### config.mk
export PLATFORM = sky130hd
export DESIGN_NAME = gasp_seq
export DESIGN_NICKNAME = d
export VERILOG_FILES = /design/src/rtl/gasp_pkg.sv /design/src/rtl/gasp_seq.sv
export SDC_FILE = /design/constraint.sdc
export NUM_CORES = 1
export LEC_CHECK = 0
export ABC_AREA = 1
export BUFFER_PORTS_ARGS = -buffer_cell sky130_fd_sc_hd__buf_2
export CORE_MARGIN = 5
export CORE_UTILIZATION = 51
export CTS_BUF_LIST = sky130_fd_sc_hd__clkbuf_8 sky130_fd_sc_hd__clkbuf_16
export DETAILED_ROUTE_END_ITERATION = 6
export GPL_TIMING_DRIVEN = 0
export PLACE_DENSITY_LB_ADDON = 0.05
export SETUP_SLACK_MARGIN = 0.4
export SYNTH_ARGS = -nofsm -noshare
export SYNTH_HDL_FRONTEND = slang
export SYNTH_SLANG_ARGS = --single-unit
### constraint.sdc
create_clock -name clk -period 7.2 [get_ports clk]
set_clock_uncertainty 0.2 [all_clocks]
set_input_delay 1.44 -clock clk [delete_from_list [all_inputs] [get_ports clk]]
set_output_delay 1.44 -clock clk [all_outputs]
set_load 0.01 [all_outputs]
### src/rtl/gasp_pkg.sv
// ----------------------------------------------------------------------------
// gasp_pkg: shared types and constants for the grid A* path search
// Grid geometry, cost widths, operation and mark codes, memory request types.
// ----------------------------------------------------------------------------
package gasp_pkg;

  localparam int GRID_SIDE = 64;
  localparam int COORD_W   = $clog2(GRID_SIDE);
  localparam int CELLS     = GRID_SIDE * GRID_SIDE;
  localparam int NODE_W    = $clog2(CELLS);
  localparam int CNT_W     = NODE_W + 1;
  localparam int DIM_W     = 7;
  localparam int COST_W    = 21;
  localparam int STEP_COST = 10;
  localparam int H_WEIGHT  = 10;

  localparam logic [1:0] OP_WRITE  = 2'd0;
  localparam logic [1:0] OP_SEARCH = 2'd1;
  localparam logic [1:0] OP_READ   = 2'd2;

  localparam logic [1:0] MARK_NONE   = 2'd0;
  localparam logic [1:0] MARK_OPEN   = 2'd1;
  localparam logic [1:0] MARK_CLOSED = 2'd2;

  localparam logic CFG_WIDTH  = 1'b0;
  localparam logic CFG_HEIGHT = 1'b1;

  typedef struct packed {
    logic [NODE_W-1:0] parent;
    logic [COST_W-1:0] g;
    logic [COST_W-1:0] f;
  } node_t;

  typedef struct packed {
    logic              blk_we;
    logic [NODE_W-1:0] blk_waddr;
    logic              blk_wdata;
    logic [NODE_W-1:0] blk_raddr;
    logic              mark_we;
    logic [NODE_W-1:0] mark_waddr;
    logic [1:0]        mark_wdata;
    logic [NODE_W-1:0] mark_raddr;
    logic              node_we;
    logic [NODE_W-1:0] node_waddr;
    node_t             node_wdata;
    logic [NODE_W-1:0] node_raddr;
    logic              ol_we;
    logic [NODE_W-1:0] ol_waddr;
    logic [NODE_W-1:0] ol_wdata;
    logic [NODE_W-1:0] ol_raddr;
    logic              ps_we;
    logic [NODE_W-1:0] ps_waddr;
    logic [NODE_W-1:0] ps_wdata;
    logic [NODE_W-1:0] ps_raddr;
  } mem_req_t;

  typedef struct packed {
    logic              blk;
    logic [1:0]        mark;
    node_t             node;
    logic [NODE_W-1:0] ol;
    logic [NODE_W-1:0] ps;
  } mem_rsp_t;

  function automatic logic [DIM_W-1:0] clamp_dim(input logic [DIM_W-1:0] v);
    logic [DIM_W-1:0] r;
    r = v;
    if (v == '0) r = DIM_W'(1);
    else if (v > DIM_W'(GRID_SIDE)) r = DIM_W'(GRID_SIDE);
    return r;
  endfunction

  function automatic logic [COORD_W-1:0] absdiff(input logic [COORD_W-1:0] a,
                                                 input logic [COORD_W-1:0] b);
    return (a > b) ? a - b : b - a;
  endfunction

  function automatic logic [COST_W-1:0] h_cost(input logic [NODE_W-1:0] n,
                                               input logic [COORD_W-1:0] gx,
                                               input logic [COORD_W-1:0] gy);
    logic [COORD_W:0] sum;
    sum = {1'b0, absdiff(n[COORD_W-1:0], gx)} + {1'b0, absdiff(n[NODE_W-1:COORD_W], gy)};
    return COST_W'(sum) * COST_W'(H_WEIGHT);
  endfunction

endpackage

### src/rtl/gasp_seq.sv
// ----------------------------------------------------------------------------
// gasp_seq: request sequencer of the path search
// Decodes requests, runs the A* loop over the node memories and returns
// one registered result per request.
// ----------------------------------------------------------------------------
module gasp_seq import gasp_pkg::*; (
  input  logic               clk,
  input  logic               rst_n,
  input  logic               start,
  output logic               busy,
  input  logic [1:0]         in_op,
  input  logic [COORD_W-1:0] in_x,
  input  logic [COORD_W-1:0] in_y,
  input  logic [COORD_W-1:0] in_goal_x,
  input  logic [COORD_W-1:0] in_goal_y,
  input  logic               in_blocked,
  input  logic [NODE_W-1:0]  in_path_index,
  input  logic [DIM_W-1:0]   map_w,
  input  logic [DIM_W-1:0]   map_h,
  output logic               out_valid,
  output logic               out_found,
  output logic [CNT_W-1:0]   out_path_length,
  output logic [COORD_W-1:0] out_point_x,
  output logic [COORD_W-1:0] out_point_y,
  output logic               out_point_valid,
  output mem_req_t           req,
  input  mem_rsp_t           rsp
);

  typedef enum logic [16:0] {
    S_IDLE     = 17'h00001,
    S_READ     = 17'h00002,
    S_CLEAR    = 17'h00004,
    S_SETUP    = 17'h00008,
    S_SC_RD    = 17'h00010,
    S_SC_NODE  = 17'h00020,
    S_SC_CMP   = 17'h00040,
    S_SEL      = 17'h00080,
    S_REM_RD   = 17'h00100,
    S_REM_WR   = 17'h00200,
    S_CUR_G    = 17'h00400,
    S_NB_ISSUE = 17'h00800,
    S_NB_EVAL  = 17'h01000,
    S_WALK_RD  = 17'h02000,
    S_WALK_WR  = 17'h04000,
    S_DONE     = 17'h08000,
    S_INIT     = 17'h10000
  } state_t;

  state_t             state_r, state_nxt;
  logic [COORD_W-1:0] gx_r, gx_nxt, gy_r, gy_nxt;
  logic [NODE_W-1:0]  s_node_r, s_node_nxt, g_node_r, g_node_nxt;
  logic [CNT_W-1:0]   cnt_r, cnt_nxt, p_r, p_nxt, len_r, len_nxt;
  logic [NODE_W-1:0]  pos_r, pos_nxt, best_node_r, best_node_nxt;
  logic [COST_W-1:0]  best_f_r, best_f_nxt, gcur_r, gcur_nxt;
  logic [NODE_W-1:0]  sc_node_r, sc_node_nxt, cur_r, cur_nxt, nb_r, nb_nxt;
  logic [NODE_W-1:0]  n_r, n_nxt;
  logic [1:0]         dir_r, dir_nxt;

  logic               out_valid_r, out_valid_nxt, pv_r, pv_nxt;
  logic [COORD_W-1:0] px_r, px_nxt, py_r, py_nxt;

  // neighbor of the current node in the present direction
  logic [COORD_W-1:0] cx, cy;
  logic [COORD_W:0]   nx, ny;
  logic               nb_in;
  logic [NODE_W-1:0]  nb;
  logic [COST_W-1:0]  ng;
  node_t              nb_entry;
  logic               nb_skip;

  always_comb begin
    cx = cur_r[COORD_W-1:0];
    cy = cur_r[NODE_W-1:COORD_W];
    nx = {1'b0, cx};
    ny = {1'b0, cy};
    nb_in = 1'b0;
    case (dir_r)
      2'd0: begin
        ny = {1'b0, cy} - 1'b1;
        nb_in = (cy != '0);
      end
      2'd1: begin
        nx = {1'b0, cx} + 1'b1;
        nb_in = (nx < map_w);
      end
      2'd2: begin
        ny = {1'b0, cy} + 1'b1;
        nb_in = (ny < map_h);
      end
      default: begin
        nx = {1'b0, cx} - 1'b1;
        nb_in = (cx != '0);
      end
    endcase
    nb = {ny[COORD_W-1:0], nx[COORD_W-1:0]};
    ng = gcur_r + COST_W'(STEP_COST);
    nb_entry.parent = cur_r;
    nb_entry.g = ng;
    nb_entry.f = ng + h_cost(nb_r, gx_r, gy_r);
    nb_skip = (rsp.blk && nb_r != s_node_r && nb_r != g_node_r) || rsp.mark == MARK_CLOSED;
  end

  always_comb begin
    state_nxt = state_r;
    gx_nxt = gx_r;
    gy_nxt = gy_r;
    s_node_nxt = s_node_r;
    g_node_nxt = g_node_r;
    cnt_nxt = cnt_r;
    p_nxt = p_r;
    len_nxt = len_r;
    pos_nxt = pos_r;
    best_node_nxt = best_node_r;
    best_f_nxt = best_f_r;
    gcur_nxt = gcur_r;
    sc_node_nxt = sc_node_r;
    cur_nxt = cur_r;
    nb_nxt = nb_r;
    n_nxt = n_r;
    dir_nxt = dir_r;
    out_valid_nxt = 1'b0;
    pv_nxt = 1'b0;
    px_nxt = '0;
    py_nxt = '0;
    req = '0;

    case (state_r)
      S_INIT: begin
        // sweep the blocked map clear once after reset
        req.blk_we = 1'b1;
        req.blk_waddr = p_r[NODE_W-1:0];
        req.blk_wdata = 1'b0;
        p_nxt = p_r + 1'b1;
        if (p_r == CNT_W'(CELLS - 1)) state_nxt = S_IDLE;
      end
      S_IDLE: begin
        if (start) begin
          case (in_op)
            OP_SEARCH: begin
              len_nxt = '0;
              if ({1'b0, in_x} >= map_w || {1'b0, in_y} >= map_h ||
                  {1'b0, in_goal_x} >= map_w || {1'b0, in_goal_y} >= map_h ||
                  (in_x == in_goal_x && in_y == in_goal_y)) begin
                state_nxt = S_DONE;
              end else begin
                s_node_nxt = {in_y, in_x};
                g_node_nxt = {in_goal_y, in_goal_x};
                gx_nxt = in_goal_x;
                gy_nxt = in_goal_y;
                p_nxt = '0;
                state_nxt = S_CLEAR;
              end
            end
            OP_READ: begin
              if ({1'b0, in_path_index} < len_r) begin
                req.ps_raddr = NODE_W'(len_r - CNT_W'(1) - {1'b0, in_path_index});
                state_nxt = S_READ;
              end else begin
                out_valid_nxt = 1'b1;
              end
            end
            default: begin
              // tile write; the unused op code also lands here without the write
              req.blk_we = (in_op == OP_WRITE);
              req.blk_waddr = {in_y, in_x};
              req.blk_wdata = in_blocked;
              out_valid_nxt = 1'b1;
            end
          endcase
        end
      end
      S_READ: begin
        out_valid_nxt = 1'b1;
        pv_nxt = 1'b1;
        px_nxt = rsp.ps[COORD_W-1:0];
        py_nxt = rsp.ps[NODE_W-1:COORD_W];
        state_nxt = S_IDLE;
      end
      S_CLEAR: begin
        req.mark_we = 1'b1;
        req.mark_waddr = p_r[NODE_W-1:0];
        req.mark_wdata = MARK_NONE;
        p_nxt = p_r + 1'b1;
        if (p_r == CNT_W'(CELLS - 1)) state_nxt = S_SETUP;
      end
      S_SETUP: begin
        req.node_we = 1'b1;
        req.node_waddr = s_node_r;
        req.node_wdata = '{parent: s_node_r, g: '0, f: '0};
        req.ol_we = 1'b1;
        req.ol_waddr = '0;
        req.ol_wdata = s_node_r;
        req.mark_we = 1'b1;
        req.mark_waddr = s_node_r;
        req.mark_wdata = MARK_OPEN;
        cnt_nxt = CNT_W'(1);
        p_nxt = '0;
        state_nxt = S_SC_RD;
      end
      S_SC_RD: begin
        if (cnt_r == '0) begin
          state_nxt = S_DONE;
        end else begin
          req.ol_raddr = p_r[NODE_W-1:0];
          state_nxt = S_SC_NODE;
        end
      end
      S_SC_NODE: begin
        req.node_raddr = rsp.ol;
        sc_node_nxt = rsp.ol;
        state_nxt = S_SC_CMP;
      end
      S_SC_CMP: begin
        // strict compare keeps the first entry on ties
        if (p_r == '0 || rsp.node.f < best_f_r) begin
          best_f_nxt = rsp.node.f;
          best_node_nxt = sc_node_r;
          pos_nxt = p_r[NODE_W-1:0];
        end
        p_nxt = p_r + 1'b1;
        state_nxt = (p_r + 1'b1 == cnt_r) ? S_SEL : S_SC_RD;
      end
      S_SEL: begin
        if (best_node_r == g_node_r) begin
          req.ps_we = 1'b1;
          req.ps_waddr = '0;
          req.ps_wdata = g_node_r;
          p_nxt = CNT_W'(1);
          n_nxt = g_node_r;
          state_nxt = S_WALK_RD;
        end else begin
          state_nxt = S_REM_RD;
        end
      end
      S_REM_RD: begin
        req.ol_raddr = NODE_W'(cnt_r - 1'b1);
        state_nxt = S_REM_WR;
      end
      S_REM_WR: begin
        // swap the last entry into the freed slot and close the node
        req.ol_we = 1'b1;
        req.ol_waddr = pos_r;
        req.ol_wdata = rsp.ol;
        cnt_nxt = cnt_r - 1'b1;
        req.mark_we = 1'b1;
        req.mark_waddr = best_node_r;
        req.mark_wdata = MARK_CLOSED;
        cur_nxt = best_node_r;
        req.node_raddr = best_node_r;
        state_nxt = S_CUR_G;
      end
      S_CUR_G: begin
        gcur_nxt = rsp.node.g;
        dir_nxt = '0;
        state_nxt = S_NB_ISSUE;
      end
      S_NB_ISSUE: begin
        if (nb_in) begin
          req.blk_raddr = nb;
          req.mark_raddr = nb;
          req.node_raddr = nb;
          nb_nxt = nb;
          state_nxt = S_NB_EVAL;
        end else if (dir_r == 2'd3) begin
          p_nxt = '0;
          state_nxt = S_SC_RD;
        end else begin
          dir_nxt = dir_r + 1'b1;
        end
      end
      S_NB_EVAL: begin
        if (!nb_skip) begin
          if (rsp.mark == MARK_OPEN) begin
            if (ng < rsp.node.g) begin
              req.node_we = 1'b1;
              req.node_waddr = nb_r;
              req.node_wdata = nb_entry;
            end
          end else if (cnt_r != CNT_W'(CELLS)) begin
            req.ol_we = 1'b1;
            req.ol_waddr = cnt_r[NODE_W-1:0];
            req.ol_wdata = nb_r;
            cnt_nxt = cnt_r + 1'b1;
            req.mark_we = 1'b1;
            req.mark_waddr = nb_r;
            req.mark_wdata = MARK_OPEN;
            req.node_we = 1'b1;
            req.node_waddr = nb_r;
            req.node_wdata = nb_entry;
          end
        end
        if (dir_r == 2'd3) begin
          p_nxt = '0;
          state_nxt = S_SC_RD;
        end else begin
          dir_nxt = dir_r + 1'b1;
          state_nxt = S_NB_ISSUE;
        end
      end
      S_WALK_RD: begin
        // path is stored goal first; reads index it from the end
        if (n_r == s_node_r || p_r == CNT_W'(CELLS)) begin
          len_nxt = p_r;
          state_nxt = S_DONE;
        end else begin
          req.node_raddr = n_r;
          state_nxt = S_WALK_WR;
        end
      end
      S_WALK_WR: begin
        n_nxt = rsp.node.parent;
        req.ps_we = 1'b1;
        req.ps_waddr = p_r[NODE_W-1:0];
        req.ps_wdata = rsp.node.parent;
        p_nxt = p_r + 1'b1;
        state_nxt = S_WALK_RD;
      end
      S_DONE: begin
        out_valid_nxt = 1'b1;
        state_nxt = S_IDLE;
      end
      default: state_nxt = S_IDLE;
    endcase
  end

  always_ff @(posedge clk) begin
    if (!rst_n) begin
      state_r <= S_INIT;
      len_r <= '0;
      cnt_r <= '0;
      p_r <= '0;
      out_valid_r <= 1'b0;
    end else begin
      state_r <= state_nxt;
      len_r <= len_nxt;
      cnt_r <= cnt_nxt;
      p_r <= p_nxt;
      out_valid_r <= out_valid_nxt;
    end
  end

  always_ff @(posedge clk) begin
    gx_r <= gx_nxt;
    gy_r <= gy_nxt;
    s_node_r <= s_node_nxt;
    g_node_r <= g_node_nxt;
    pos_r <= pos_nxt;
    best_node_r <= best_node_nxt;
    best_f_r <= best_f_nxt;
    gcur_r <= gcur_nxt;
    sc_node_r <= sc_node_nxt;
    cur_r <= cur_nxt;
    nb_r <= nb_nxt;
    n_r <= n_nxt;
    dir_r <= dir_nxt;
    pv_r <= pv_nxt;
    px_r <= px_nxt;
    py_r <= py_nxt;
  end

  assign busy = (state_r != S_IDLE);
  assign out_valid = out_valid_r;
  assign out_found = (len_r != '0);
  assign out_path_length = len_r;
  assign out_point_x = px_r;
  assign out_point_y = py_r;
  assign out_point_valid = pv_r;

endmodule

==> After elaboration in Yosys (flattened, before gate mapping) <==
Index checks and enable logic that the tools add are counted.
{ "classes": {"addsub": 17, "n_mul": 1, "magnitude_cmp": 11, "eq_ne": 49, "muxes": 72, "n_bitwise": 1, "n_reduce_logical": 35} }
{ "ops": {"columns": ["operator", "count"], "rows": [
  ["2-to-1 mux 67 bit", 4],
  ["one-hot mux 17 bit (15 select lines)", 1],
  ["2-to-1 mux 13 bit", 12],
  ["one-hot mux 67 bit (2 select lines)", 1],
  ["2-to-1 mux 12 bit", 10],
  ["2-to-1 mux 17 bit", 6],
  ["2-to-1 mux 25 bit", 4],
  ["one-hot mux 13 bit (6 select lines)", 1],
  ["one-hot mux 25 bit (3 select lines)", 1],
  ["one-hot mux 15 bit (4 select lines)", 1],
  ["one-hot mux 25 bit (2 select lines)", 1],
  ["2-to-1 mux 16 bit", 3],
  ["one-hot mux 12 bit (2 select lines)", 2],
  ["one-hot mux 12 bit (4 select lines)", 1],
  ["2-to-1 mux 15 bit", 3],
  ["< comparator 21 bit", 2],
  ["2-to-1 mux 14 bit", 3],
  ["one-hot mux 13 bit (3 select lines)", 1],
  ["one-hot mux 17 bit (2 select lines)", 1],
  ["greater-or-equal comparator 6 x 7 -> 1 bit", 4],
  ["one-hot mux 14 bit (2 select lines)", 1],
  ["adder 13 x 1 -> 13 bit (second input constant)", 2],
  ["zero test 13 bit", 2],
  ["one-hot mux 13 bit (2 select lines)", 1],
  ["other kinds (66)", 118]
]} }
{ "word_totals": {"regBits": 222, "in_bits": 137, "output_inout_bits": 235, "wordCells": 207} }

==> Longest topological paths before layout <==
Gate-level depths: netlist of the first run.
{ "depth": {"word_depth": 9, "ltp_mapped": 42, "depth_no_buf": 42} }

==> Worst setup path after synthesis of the first run <==
OpenSTA, ideal clock, no wires.
{ "synth_path": {"path_type": "reg-to-output", "from": "register nb_r[0]", "to": "output req[104] (netlist name)", "arrival_time_ns": 5.715, "t_required_ns": 5.560, "slack_ns": -0.155, "stages_incl_launch_ff": 38, "path_buffers": 0, "path_cell_list": "edfxtp_1 inv_1 ha_1 inv_1 fa_1 inv_1 o21ai_0 inv_1 o21ai_0 nand2_1 mux2_2 fa_1 a21oi_1 nor2_1 nor2_1 inv_1 a21oi_1 nor2_1 (+2 left out) ha_1 ha_1 a21oi_1 inv_1 a31oi_1 xnor2_1 inv_1 ha_1 nand2_1 inv_1 nand3_1 o21ai_0 nand3_1 nand2_1 nand3_1 nor2_1 nor2_1 nor2_1"} }
{ "synth_lines": {"columns": ["item", "line", "text"], "rows": [
  ["from (decl)", "gasp_seq.sv:56", "logic [NODE_W-1:0] sc_node_r, sc_node_nxt, cur_r, cur_nxt, nb_r, nb_nxt;"],
  ["from (signal assigned)", "gasp_seq.sv:354", "nb_r <= nb_nxt;"],
  ["to (decl)", "gasp_seq.sv:26", "output mem_req_t req,"]
]} }

==> results.json, run 1 <==
{
  "synthAdderAreaFrac_pct": 12.3,
  "layout_min_cycle_time_ns": 7.93,
  "cp.arrival_ns": 6.29,
  "synthArstFlopShare_pct": 0,
  "clock_latency_ns": 0.58,
  "cts_buffer_depth": 3,
  "rsz0062_at_grt": "true",
  "crit_path_frequent_cell": "nand2_1",
  "coreArea_mm2": 0.0335,
  "antenna_found_initial": 3,
  "cts_hold_buf": 0,
  "failed_checks": "negative setup slack",
  "drv_slew": 0,
  "finalSetupViolCount": 15,
  "hold_ws_ns": 0.222,
  "timing.slew.headroom_pct": 27.8,
  "ys_seq_elements": 210,
  "cp_max_fo": 5,
  "dp.cells": 3164,
  "drt-vias-per-instance": 5.74,
  "drc_errors": 0,
  "synthCells": 2343,
  "vdd_drop_max_mv": 0.200,
  "cts-root-buf": "clkbuf_16",
  "clock_sinks": 210,
  "synth_mux_area_share_pct": 0.246,
  "netlist_area_mm2": 0.0173,
  "start_util_pct": 51.6,
  "htree_num_levels": 1,
  "synth_fp_nets": 2645,
  "synthMostInstantiatedCell": "nand2_1",
  "path_class": "reg -> out",
  "ios": 372,
  "fin_area_mm2": 0.0221,
  "use_met3_pct": 6.13,
  "placed_cell_area_mm2": 0.0199,
  "io_buffers": 370,
  "first_pass_iters": 7,
  "drive_above_1_share_pct": 26.2,
  "synth_area_leaders": "edfxtp_1 24%, ha_1 11%, nand2_1 10%",
  "synth_compound_area_share_pct": 11.7,
  "hold_viol": 0,
  "cts_tree": "done",
  "grt_pass1_wl_um": 102000,
  "yosys.area_share.simple_pct": 27.1,
  "final_cells": 3290,
  "synthXorXnorAreaFrac_pct": 5.70,
  "worstSetupEndpointType": "output pin",
  "syn_area_per_cell_um2": 7.39,
  "wirelength_um": 69900,
  "grt_use_met1_pct": 45.8,
  "max_freq_mhz": 126,
  "fin_nets": 3120,
  "finalPower_w": 0.00392,
  "cts_made_buffers": 28,
  "cpPeakStageDelay_ns": 0.50,
  "dpl.hpwl_um": 53200,
  "area_delta_synth_final_pct": 27.4,
  "yosysTopAreaCell": "edfxtp_1",
  "design.die.area_mm2": 0.0377,
  "synthDistinctLibCells": 60,
  "worstPathRequired_ns": 5.56,
  "top_usage_layer": "met2",
  "startpoint_type": "register",
  "num_vias": 18900,
  "min_period_over_period_pct": 110,
  "cellLeakagePower_nw": 11.1,
  "clk_pin_slew_worst_paths_ns": 0.06,
  "cp_slowest_cell": "edfxtp_1",
  "grt_pass1_vias": 17900,
  "grt_usage_pct": 34.4,
  "crit_family": "simple AND/OR/NAND/NOR gates",
  "synthTopCellsByCount": "482 x nand2_1, 360 x inv_1, 276 x nor2_1",
  "grt.met2_usage_pct": 55.7,
  "path_buf_inv": 8,
  "layout_setup_ws_ns": -0.735,
  "synth_top_area_share_pct": 24.3,
  "drt_iter0_markers": 1905,
  "grt_max_degree": 30,
  "grt_remaining_overflow": 0,
  "hold_class": "reg -> reg",
  "yosys_warnings": 0,
  "synth_top_family_by_area": "simple AND/OR/NAND/NOR gates",
  "placementRows": 67,
  "wl_per_cell_um": 21.2,
  "die_w_um": 194,
  "globalplace.congestion": 1.02,
  "status": "finished, violations left",
  "drv_cap": 0,
  "die_y_um": 194,
  "ant_nets": 0,
  "synth_edf_count": 140,
  "ys.flop_type": "edfxtp_1",
  "power.density_mw_per_mm2": 177,
  "yosysSeqAreaShare_pct": 32.4,
  "worst_pin_slew_ns": 1.08
}
==> through the flow <==
step	worst slack [ns]	utilization (%)	TNS, ns
after floorplan	0.370	-	0
after global placement	-0.442	59.2	-3.34
after detailed placement	-0.615	59.4	-5.03
after CTS	-0.582	64.5	-5.58
after global routing	-0.978	65.8	-10.98
final	-0.735	65.8	-7.96
==> power by group <==
part	internal, W	switching [W]
clock	0.000817	0.000601
sequential	0.00133	0.0000668
combinational	0.000382	0.000720
==> routing by layer <==
metal | wire length [um] | vias up
li1 | - | 8728
met1 | 27200 | 8783
met2 | 31400 | 1132
met3 | 7530 | 231
met4 | 3630 | 2
met5 | 17 | -
==> kinds of logic (layout without fill, tap and decap cells) <==
family	after synthesis	count (layout)
AO/OA/AOI/OAI	339	339
XOR/XNOR	111	111
adder cells (fa/ha/maj)	165	165
buffers and inverters	452	949
flip-flops	210	210
multiplexers	4	4
other	0	2
AND/OR/NAND/NOR	1062	1062
==> cells in the final DEF, fill, tap and decap left out, types with 70 or more instances in the layout <==
cell      instances
buf_4            79
a21oi_1          89
edfxtp_1        140
inv_1           335
o21ai_0          72
nand3_1         139
nand2_1         470
dfxtp_1          70
nor2_1          258
ha_1            132
buf_2           389
==> final timing paths <==
path                start             end  slack (ns)  cells after the start
max               gx_r[0]        req[104]       -0.73                     37
min          sc_node_r[0]  best_node_r[0]        0.22                      0
max reg2reg      cur_r[6]        dir_r[1]        3.62                     13
min reg2reg  sc_node_r[0]  best_node_r[0]        0.22                      0
==> sequential cells by signal, summed over array words and instances (netlist names), 2 cells and up <==
register,count
out_point_x,6
pos_r,12
gcur_r,21
out_path_length,13
n_r,12
out_point_y,6
best_node_r,12
state_r,17
dir_r,2
s_node_r,12
cur_r,12
best_f_r,21
gx_r,5
gy_r,6
sc_node_r,12
p_r,13
nb_r,12
cnt_r,13
==> cell type report <==
type,count,area [um^2]
well taps,448,561
clock inverters,21,184
fillers,3019,11500
plain buffers,69,383
inverters,383,1450
diodes,2,5.00
repair buffers,445,2490
multi-input cells,1681,10600
clock buffers,31,742
flip-flops and latches,210,5610
==> what timing repair did <==
item,in CTS,in global routing
endpoints found under the hold margin,0,0
resized for setup,77,63
endpoints found under the setup margin,16,16
gates cloned,0,0
pin swaps,62,47
setup buffers,55,17
No activity file was read; power rests on OpenSTA's default activity.
==> inputs of run 2 (changes only) <==
--- a/config.mk
+++ b/config.mk
@@ -7,8 +7,11 @@
 export LEC_CHECK = 0
 export ABC_AREA = 1
 export BUFFER_PORTS_ARGS = -buffer_cell sky130_fd_sc_hd__buf_2
+export CELL_PAD_IN_SITES_DETAIL_PLACEMENT = 1
+export CELL_PAD_IN_SITES_GLOBAL_PLACEMENT = 1
+export CORE_ASPECT_RATIO = 1.5
 export CORE_MARGIN = 5
-export CORE_UTILIZATION = 51
+export CORE_UTILIZATION = 36
 export CTS_BUF_LIST = sky130_fd_sc_hd__clkbuf_8 sky130_fd_sc_hd__clkbuf_16
 export DETAILED_ROUTE_END_ITERATION = 6
 export GPL_TIMING_DRIVEN = 0
==> run 2 against run 1 <==
Against the previous run:
- the run still ends with negative setup slack left
- count of clock-buffer cells in the layout shrank 4
- worst setup slack lost 0.13 ns
- via count shrank 1.9%
- largest cell class unchanged
- global-route usage fell by 4.5 points
- largest power group unchanged
- sequential power is essentially flat
==> results.json, run 2 (synthesized netlist as in run 1, its figures left out) <==
{
  "cp.arrival_ns": 6.42,
  "worstSetupStartpoint": "gy_r[4]",
  "vdd_drop_max_mv": 0.190,
  "cellLeakagePower_nw": 11.0,
  "htree_num_levels": 1,
  "finalSetupViolCount": 13,
  "min_period_over_period_pct": 112,
  "drt-vias-per-instance": 5.40,
  "ant_nets": 0,
  "worstPathRequired_ns": 5.56,
  "layout_min_cycle_time_ns": 8.06,
  "rrSetupSlack_ns": 3.57,
  "num_vias": 18500,
  "drive_above_1_share_pct": 24.9,
  "num-fill-cells": 6063,
  "timing.slew.headroom_pct": 23.0,
  "worstSetupEndpointType": "output pin",
  "cts_made_buffers": 27,
  "wirelength_um": 82400,
  "clock_latency_ns": 0.60,
  "power.density_mw_per_mm2": 181,
  "hold_viol": 0,
  "cts_buffer_depth": 3,
  "failed_checks": "negative setup slack",
  "globalplace.congestion": 0.972,
  "max_freq_mhz": 124,
  "hold_ws_ns": 0.219,
  "top_usage_layer": "met2",
  "drc_errors": 0,
  "area_delta_synth_final_pct": 27.3,
  "fin_nets": 3108,
  "worst_pin_slew_ns": 1.15,
  "clk_pin_slew_worst_paths_ns": 0.06,
  "drv_slew": 0,
  "io_buffers": 370,
  "r2r-end": "nb_r[1]",
  "endpoint": "req[97]",
  "grt_use_met1_pct": 31.2,
  "tns_ns": -8.77,
  "first_pass_iters": 5,
  "drt_iter0_markers": 962,
  "layout_setup_ws_ns": -0.861,
  "status": "finished, violations left",
  "cpPeakStageDelay_ns": 0.45,
  "start_util_pct": 36.3,
  "crit_path_frequent_cell": "buf_4",
  "cts-root-buf": "clkbuf_16",
  "r2r-start": "cur_r[6]",
  "wl_per_cell_um": 24.0,
  "startpoint_type": "register",
  "design.die.area_mm2": 0.0527,
  "coreArea_mm2": 0.0477,
  "antenna_found_initial": 4,
  "rr_worst_depth": 11,
  "layout_common_cells": "470 x nand2_1, 391 x buf_2, 340 x inv_1",
  "grt_max_degree": 28,
  "path_class": "reg -> out",
  "clock_sinks": 210,
  "final_common_cell": "nand2_1",
  "cts_hold_buf": 0,
  "cts_tree": "done",
  "cp_max_fo": 6,
  "grt_usage_pct": 29.9,
  "grt.met2_usage_pct": 58.2,
  "grt_remaining_overflow": 0,
  "use_met3_pct": 3.41,
  "top_regs": "best_f_r x21, gcur_r x21, state_r x17",
  "die_y_um": 279,
  "grt_pass1_vias": 19800,
  "ios": 372,
  "placementRows": 98,
  "grt_pass1_wl_um": 120000,
  "drv_cap": 0,
  "hold_class": "reg -> reg",
  "cp_slowest_cell": "edfxtp_1",
  "rsz0062_at_grt": "true",
  "dpl.hpwl_um": 66800,
  "die_w_um": 189
}
-- run 2: per-layer routing --
layer  part of all wire [%]  wire length (um)
met5                  0.032                26
met4                    5.8              4790
met3                    4.2              3500
met2                     54             44300
met1                     36             29800
-- run 2: where the power goes --
group,switching [W],total (W),internal [W]
combinational,0.000741,0.00110,0.000361
clock,0.000612,0.00148,0.000865
sequential,0.0000725,0.00140,0.00133
-- run 2: stage by stage --
step	utilization, %	setup WS (ns)	std cells	cell area (um^2)	power (W)
after CTS	45.6	-0.721	3412	21700	0.00397
after global routing	46.2	-1.07	3426	22000	0.00415
after global placement	42.0	-0.763	3313	20000	0.00243
after detailed placement	42.2	-0.844	3317	20100	0.00246
after floorplan	-	0.370	2343	17400	0.00202
final	46.2	-0.861	3427	22000	0.00398
-- run 2: how the worst min path moves through the flow --
stage	startpoint	end	cells after the start
2_1_floorplan	sc_node_r[0]	best_node_r[0]	0
3_3_place_gp	sc_node_r[1]	best_node_r[1]	0
3_5_place_dp	sc_node_r[0]	best_node_r[0]	0
4_1_cts	sc_node_r[0]	best_node_r[0]	0
5_1_grt	sc_node_r[1]	best_node_r[1]	0
6_report	sc_node_r[0]	best_node_r[0]	0
-- run 2: final cells by class --
cell class	instances	area, um^2	area share [%]
multi-input cells	1681	10600	47.9
flip-flops and latches	210	5610	25.4
repair buffers	434	2370	10.8
inverters	383	1440	6.53
well taps	600	751	3.41
clock buffers	27	676	3.07
plain buffers	69	383	1.74
clock inverters	22	251	1.14
diodes	1	2.50	0.0114
-- run 2: critical path: cells and delay by family (launching register included) --
| family | cells | cell delay (ns) |
|---|---|---|
| AOI/OAI and AO/OA | 4 | 0.60 |
| xor gates and xnor gates | 2 | 0.33 |
| adders and majority gates | 5 | 1.57 |
| buffers and inverters | 10 | 1.29 |
| DFF | 1 | 0.45 |
| muxes | 1 | 0.34 |
| and+or+nand+nor | 11 | 1.24 |
-- run 2: timing repair --
item,in CTS,in global routing
setup buffers,46,14
gates resized for setup,71,42
pin swaps,56,25
endpoints found under the setup margin,17,16
